--- src/design/assert_macros.svh ---
// Assertion macros used by the table unit's top-level RTL file.
// Depends on nothing; take it in with a plain include of the file name.
`ifndef ASSERT_MACROS_SVH
`define ASSERT_MACROS_SVH

// Check that a property holds at every rising clock edge outside reset.
`define HKCT_ASSERT(lbl, clk, rstn, prop, msg) \
  lbl: assert property (@(posedge clk) disable iff (!rstn) prop) else $error(msg);

// Check that a condition is never true at a rising clock edge outside reset.
`define HKCT_ASSERT_NEVER(lbl, clk, rstn, cond, msg) \
  lbl: assert property (@(posedge clk) disable iff (!rstn) !(cond)) else $error(msg);

`endif

--- src/design/hkct_pkg.sv ---
// Shared types, codes and constants of the hashed key counter table.
// Depends on nothing; the interfaces, controller, datapath and top level refer to it by scope.
package hkct_pkg;

  localparam int unsigned SLOT_BITS_DEF   = 13;
  localparam int unsigned PROBE_LIMIT_DEF = 32;

  localparam int unsigned WORD_W   = 32;
  localparam int unsigned OPCODE_W = 2;
  localparam int unsigned INDEX_W  = 13;
  localparam int unsigned STATUS_W = 3;

  localparam logic [WORD_W-1:0] HASH_MULT = 32'd2654435761;

  localparam logic [OPCODE_W-1:0] OP_COUNT = 2'd0;
  localparam logic [OPCODE_W-1:0] OP_READ  = 2'd1;
  localparam logic [OPCODE_W-1:0] OP_CLEAR = 2'd2;

  typedef enum logic [STATUS_W-1:0] {
    ST_HIT      = 3'd0,
    ST_INSERT   = 3'd1,
    ST_FULL     = 3'd2,
    ST_READ     = 3'd3,
    ST_CLEARED  = 3'd4,
    ST_ZERO_KEY = 3'd5
  } status_e;

  typedef enum logic [1:0] {
    RD_HOME,
    RD_NEXT,
    RD_INDEX
  } rd_sel_e;

  typedef enum logic [2:0] {
    S_INIT,
    S_IDLE,
    S_HOME,
    S_PROBE,
    S_READ,
    S_DATA,
    S_CLEAR,
    S_RESP_ZERO
  } state_e;

  typedef struct packed {
    logic    capture;
    logic    rd_en;
    rd_sel_e rd_sel;
    logic    wr_en;
    logic    clr_step;
    logic    drop_inc;
    logic    res_load;
    status_e res_kind;
  } dp_cmd_t;

  typedef struct packed {
    logic [OPCODE_W-1:0] req_op;
    logic                req_key_zero;
    logic                hit;
    logic                empty;
    logic                probe_last;
    logic                clr_last;
    logic                out_free;
  } dp_status_t;

endpackage

--- src/design/hkct_ctrl.sv ---
// Controller state machine of the table unit: sequences clear sweeps, probes
// and reads, and commands the datapath. Depends on hkct_pkg.
module hkct_ctrl (
  input  logic                 clk_i,
  input  logic                 rst_ni,
  input  logic                 in_valid_i,
  output logic                 in_ready_o,
  input  hkct_pkg::dp_status_t status_i,
  output hkct_pkg::dp_cmd_t    cmd_o
);

  hkct_pkg::state_e state_q, state_d;
  logic             accept;

  assign in_ready_o = (state_q == hkct_pkg::S_IDLE);
  assign accept     = in_valid_i && in_ready_o;

  always_ff @(posedge clk_i or negedge rst_ni) begin
    if (!rst_ni) begin
      state_q <= hkct_pkg::S_INIT;
    end else begin
      state_q <= state_d;
    end
  end

  always_comb begin
    state_d        = state_q;
    cmd_o          = '0;
    cmd_o.rd_sel   = hkct_pkg::RD_HOME;
    cmd_o.res_kind = hkct_pkg::ST_HIT;
    cmd_o.capture  = accept;
    case (state_q)
      hkct_pkg::S_INIT: begin
        cmd_o.clr_step = 1'b1;
        if (status_i.clr_last) begin
          state_d = hkct_pkg::S_IDLE;
        end
      end
      hkct_pkg::S_IDLE: begin
        if (accept) begin
          case (status_i.req_op)
            hkct_pkg::OP_COUNT: begin
              state_d = status_i.req_key_zero ? hkct_pkg::S_RESP_ZERO : hkct_pkg::S_HOME;
            end
            hkct_pkg::OP_READ:  state_d = hkct_pkg::S_READ;
            hkct_pkg::OP_CLEAR: state_d = hkct_pkg::S_CLEAR;
            default:            state_d = hkct_pkg::S_IDLE;
          endcase
        end
      end
      hkct_pkg::S_HOME: begin
        cmd_o.rd_en  = 1'b1;
        cmd_o.rd_sel = hkct_pkg::RD_HOME;
        state_d      = hkct_pkg::S_PROBE;
      end
      hkct_pkg::S_PROBE: begin
        if (status_i.hit || status_i.empty) begin
          cmd_o.res_kind = status_i.hit ? hkct_pkg::ST_HIT : hkct_pkg::ST_INSERT;
          if (status_i.out_free) begin
            cmd_o.wr_en    = 1'b1;
            cmd_o.res_load = 1'b1;
            state_d        = hkct_pkg::S_IDLE;
          end
        end else if (status_i.probe_last) begin
          cmd_o.res_kind = hkct_pkg::ST_FULL;
          if (status_i.out_free) begin
            cmd_o.drop_inc = 1'b1;
            cmd_o.res_load = 1'b1;
            state_d        = hkct_pkg::S_IDLE;
          end
        end else begin
          cmd_o.rd_en  = 1'b1;
          cmd_o.rd_sel = hkct_pkg::RD_NEXT;
        end
      end
      hkct_pkg::S_READ: begin
        cmd_o.rd_en  = 1'b1;
        cmd_o.rd_sel = hkct_pkg::RD_INDEX;
        state_d      = hkct_pkg::S_DATA;
      end
      hkct_pkg::S_DATA: begin
        cmd_o.res_kind = hkct_pkg::ST_READ;
        if (status_i.out_free) begin
          cmd_o.res_load = 1'b1;
          state_d        = hkct_pkg::S_IDLE;
        end
      end
      hkct_pkg::S_CLEAR: begin
        if (status_i.out_free || !status_i.clr_last) begin
          cmd_o.clr_step = 1'b1;
        end
        if (status_i.clr_last && status_i.out_free) begin
          cmd_o.res_kind = hkct_pkg::ST_CLEARED;
          cmd_o.res_load = 1'b1;
          state_d        = hkct_pkg::S_IDLE;
        end
      end
      hkct_pkg::S_RESP_ZERO: begin
        cmd_o.res_kind = hkct_pkg::ST_ZERO_KEY;
        if (status_i.out_free) begin
          cmd_o.res_load = 1'b1;
          state_d        = hkct_pkg::S_IDLE;
        end
      end
      default: begin
        state_d = hkct_pkg::S_IDLE;
      end
    endcase
  end

endmodule

--- config.mk ---
export PLATFORM = sky130hd
export DESIGN_NAME = hkct_ctrl
export DESIGN_NICKNAME = d
export VERILOG_FILES = /design/src/design/assert_macros.svh /design/src/design/hkct_pkg.sv /design/src/design/hkct_ctrl.sv
export SDC_FILE = /design/constraint.sdc
export NUM_CORES = 1
export LEC_CHECK = 0
export BUFFER_PORTS_ARGS = -buffer_cell sky130_fd_sc_hd__buf_2
export CORE_AREA = 2 2 39 41
export CTS_CLUSTER_DIAMETER = 200
export DETAILED_ROUTE_END_ITERATION = 8
export DIE_AREA = 0 0 41 43
export GPL_TIMING_DRIVEN = 1
export PLACE_DENSITY_LB_ADDON = 0.25
export SYNTH_ARGS = -nofsm -noshare
export SYNTH_HDL_FRONTEND = slang
export SYNTH_SLANG_ARGS = --single-unit
--- constraint.sdc ---
create_clock -name clk_i -period 1.7 [get_ports clk_i]
set_input_delay 0.34 -clock clk_i [delete_from_list [all_inputs] [get_ports clk_i]]
set_output_delay 0.34 -clock clk_i [all_outputs]
set_load 0.005 [all_outputs]
* Word-level counts from Yosys, hierarchy flattened
Index checks and enable logic that the tools add are counted.
** Cells by class
- Eq/ne operators :: 13
- Multiply operators :: 0
- Magnitude comparators :: 0
- Div/mod/pow operators :: 0
- Multiplexer cells :: 25
- Shift operators :: 0
- Bitwise gates (word level) :: 0
- Add/subtract/negate cells :: 0
- Reductions and logical operators :: 9
** Operator list (number)
- $mux W3 :: 9
- $pmux W3 S7 :: 1
- $pmux W3 S3 :: 2
- $pmux W4 S4 :: 1
- $eq A3 B3 Y1 const B :: 4
- $mux W4 :: 2
- $mux W1 :: 7
- $eq A3 B2 Y1 const B :: 2
- $mux W5 :: 1
- $ne A2 B2 Y1 const B :: 2
- $reduce_and A4 Y1 :: 1
- $eq A3 B1 Y1 const B :: 1
- $logic_not A3 Y1 :: 1
- $ne A3 B3 Y1 const B :: 1
- $eq A2 B1 Y1 const B :: 1
- $eq A2 B2 Y1 const B :: 1
- $logic_and A1 B1 Y1 :: 2
- $logic_not A2 Y1 :: 1
- $logic_or A1 B1 Y1 :: 2
- $mux W2 :: 1
- $ne A2 B1 Y1 const B :: 1
- $pmux W1 S2 :: 1
- $reduce_or A2 Y1 :: 1
- $logic_not A1 Y1 :: 1
** Storage, ports and cells
- Bits in latches :: 0
- Bits in writable memories :: 0
- Bits in read-only memories :: 0
- Output and inout port bits :: 12
- Logic and storage cells :: 48
- Flip-flop bits (word level) :: 3
- Memories kept :: 0
- Input port bits :: 11

* Longest topological paths before layout
- Depth after elaboration :: 4
- Gate-level depth with buffers :: 5
- Mapped depth without buffers :: 5

* Worst setup path after synthesis
No wires, ideal clock.
- Kind :: reg2out
- From :: register state_q[2]
- To :: output cmd_o[1] (netlist name)
- Setup slack :: 0.336 ns
- Arrival time :: 1.024 ns
- Stages on the path, launching flop included :: 5
- Cells stage by stage :: dfrtp_1 -> buf_2 -> nor2b_1 -> nand3_1 -> a21boi_0
** RTL lines
- start: declaration :: RTL line hkct_ctrl.sv:12 : hkct_pkg::state_e state_q, state_d;
- start signal: assignment :: RTL line hkct_ctrl.sv:20 : state_q <= hkct_pkg::S_INIT;
- start signal: assignment :: RTL line hkct_ctrl.sv:22 : state_q <= state_d;
- end: declaration :: RTL line hkct_ctrl.sv:9 : output hkct_pkg::dp_cmd_t cmd_o

==> results.sh <==
export IMPL_synth_top_cell_area_share_pct=17.3
export IMPL_async_flop_share_pct=100
export IMPL_synthCells=64
export IMPL_antenna_found_initial=0
export IMPL_final_nets=110
export IMPL_drive_gt1_share_pct=44.2
export IMPL_start_kind="register"
export IMPL_synth_seq_cells=3
export IMPL_diodes=0
export IMPL_clk_pin_slew_worst_paths_ns=0.04
export IMPL_cts_max_path_buffers=2
export IMPL_status="complete, no violations"
export IMPL_worst_setup_path_type="reg -> out"
export IMPL_synthFlopType="dfrtp_1"
export IMPL_vias_per_cell=5.09
export IMPL_wl_met3_um=85
export IMPL_synth_edff_count=0
export IMPL_slew_violations=0
export IMPL_cts_tree="yes"
export IMPL_rsz0062_at_grt="no"
export IMPL_vdd_drop_max_mv=0.638
export IMPL_largest_register_ffs=3
export IMPL_drtPass1Iterations=4
export IMPL_p_per_area_nw_per_um2=1300
export IMPL_dpl_cell_area_um2=573
export IMPL_cts_buffers=3
export IMPL_fin_crit_ns=1.63
export IMPL_area_delta_synth_final_pct=49.9
export IMPL_drc=0
export IMPL_syn_cell_area_um2=434
export IMPL_path_max_fanout=7
export IMPL_regMostFlops="state_q"
export IMPL_design_area_um2=651
export IMPL_die_x_um=41
export IMPL_yosysWarnings=0
export IMPL_drt_wl_total_um=1220
export IMPL_critPathRequiredTime_ns=1.36
export IMPL_p_leak_nw=0.362
export IMPL_detailed_place_hpwl_um=884
export IMPL_gr_total_overflow=0
export IMPL_finalSetupTns_ns=0
export IMPL_vias=565
export IMPL_top_regs="state_q (3)"
export IMPL_clock_sinks=3
export IMPL_grt_usage_pct=16.0
export IMPL_first_iter_violations=5
export IMPL_synthDistinctLibCells=30
export IMPL_ios=23
export IMPL_met1Wirelength_um=505
export IMPL_yosysTopAreaCell="dfrtp_1"
export IMPL_grt_pass1_vias=445
export IMPL_fp_dieArea_um2=1760
export IMPL_grt_max_degree=9
export IMPL_initial_core_util_pct=31.4
export IMPL_cts_htree_levels=1
export IMPL_end_kind="output port"
export IMPL_worst_pin_slew_ns=0.302
export IMPL_finClkSkew_ns=0.00208
export IMPL_cts_root_buffer="clkbuf_4"
export IMPL_synth_nets=78
export IMPL_wl_met2_um=596
export IMPL_top_layer_used="met4"
export IMPL_routabilityCongestion=0.691
export IMPL_setup_viol=0
export IMPL_synth_common_cells="nor2_1 (13), nand2_1 (7), inv_1 (6)"
export IMPL_portBuffers=22
export IMPL_worst_slew_margin_rel_pct=79.6
export IMPL_core_region_area_um2=1380
export IMPL_die_y_um=43
export IMPL_synthMostInstantiatedCell="nor2_1"
export IMPL_hold_class="in -> async"
export IMPL_drtAntennaViolNets=0
export IMPL_clk_insertion_delay_late_ns=0.25
export IMPL_arrival_ns=1.29
export IMPL_fmax_mhz=614
export IMPL_yosys_top_cells_area="dfrtp_1 (17%), nor2_1 (11%), ha_1 (8.6%)"
export IMPL_synth_seq_area_share_pct=17.3
export IMPL_avgSynthCellArea_um2=6.78
export IMPL_post_route_period_util_pct=95.8
export IMPL_finalHoldViolCount=0
export IMPL_fp_row_count=14
export IMPL_maxCapViolCount=0
export IMPL_wl_per_cell_um=11.0
export IMPL_grt_pass1_wl_um=1790
-- path summary, 6_finish.rpt --
check,slack (ns),to,start,depth (start not counted)
setup / recovery,0.07,cmd_o[3],state_q[2],5
hold / removal,0.41,state_q[1],rst_ni,2
setup reg to reg,0.13,state_q[2],state_q[2],5
hold reg to reg,0.66,state_q[2],state_q[2],2
max in group asynchronous,1.17,state_q[2],rst_ni,2
min in group clk_i,0.42,state_q[0],status_i[5],3
-- repair_timing --
action | CTS | global route
pin swaps | 0 | 0
hold endpoints to repair | 3 | 0
setup buffers | 0 | 4
hold buffers | 1 | 0
gates resized for setup | 1 | 5
setup endpoints to repair | 1 | 9
-- kinds of logic after synthesis --
group / count (synthesis) / share of synthesized area [%]
AOI/OAI and AO/OA: 17 / 26.8
muxes: 1 / 3.46
and+or+nand+nor: 30 / 33.7
DFF: 3 / 17.3
adders and majority gates: 3 / 8.65
buffers and inverters: 10 / 10.1
-- per-layer routing --
| layer | up-vias | track usage, % |
|---|---|---|
| li1 | 282 | - |
| met1 | 259 | 17.1 |
| met2 | 20 | 22.8 |
| met3 | 4 | 9.42 |
| met4 | 0 | 10.0 |
| met5 | - | 0 |
-- power breakdown --
group          internal (mW)  switching [mW]  leakage (nW)
logic                  0.298           0.268         0.314
registers              0.104          0.0413        0.0326
clock network         0.0885          0.0463        0.0150
total                  0.490           0.356         0.362
-- per-stage QoR --
step	worst slack, ns	util [%]	hold WS, ns	cells	total power [mW]
2_1_floorplan	0.336	-	0.0444	64	0.469
6_report	0.0707	47.0	0.413	111	0.845
3_5_place_dp	0.128	41.4	0.137	102	0.636
4_1_cts	0.00790	44.1	0.408	107	0.782
3_3_place_gp	0.138	41.4	0.135	102	0.639
5_1_grt	0.00340	47.0	0.423	111	0.929
-- critical path, stage by stage (launching register included) --
cell,delay (ns)
dfrtp_2,0.42
buf_4,0.17
a21o_1,0.15
a22oi_1,0.13
nor2_1,0.06
buf_2,0.12
-- cells in the final DEF, fill, tap and decap left out --
cell type | synthesis | layout
o21ai_2 | 1 | 1
nor2b_2 | 0 | 1
a31oi_1 | 1 | 1
a21boi_0 | 1 | 1
nand4_2 | 1 | 1
o311ai_1 | 1 | 1
o31ai_1 | 1 | 1
ha_1 | 3 | 3
nor2_1 | 13 | 12
clkbuf_1 | 1 | 1
or3b_1 | 1 | 1
and3_1 | 2 | 2
a22o_1 | 1 | 1
buf_4 | 1 | 8
o31a_1 | 1 | 1
nor3_1 | 1 | 1
clkbuf_4 | 0 | 3
a21oi_1 | 3 | 3
o21a_1 | 1 | 1
nand3_1 | 2 | 2
nand2_1 | 7 | 6
a22oi_1 | 1 | 1
buf_2 | 2 | 22
and4b_1 | 1 | 1
dlygate4sd3_1 | 0 | 1
nand2_2 | 0 | 1
o21ai_0 | 3 | 3
inv_1 | 6 | 6
nand2b_1 | 1 | 1
mux2_4 | 1 | 1
a211oi_1 | 1 | 1
nor2_2 | 0 | 1
a21o_1 | 1 | 1
dfrtp_2 | 0 | 3
-- area by class of cell --
type | instances | area (um^2)
Sequential cell | 3 | 78.8
Multi-Input combinational cell | 51 | 323
Timing Repair Buffer | 31 | 180
Fill cell | 156 | 733
Clock buffer | 4 | 26.3
Tap cell | 16 | 20.0
Inverter | 6 | 22.5
Note: power is estimated with default switching activity, not from simulation.
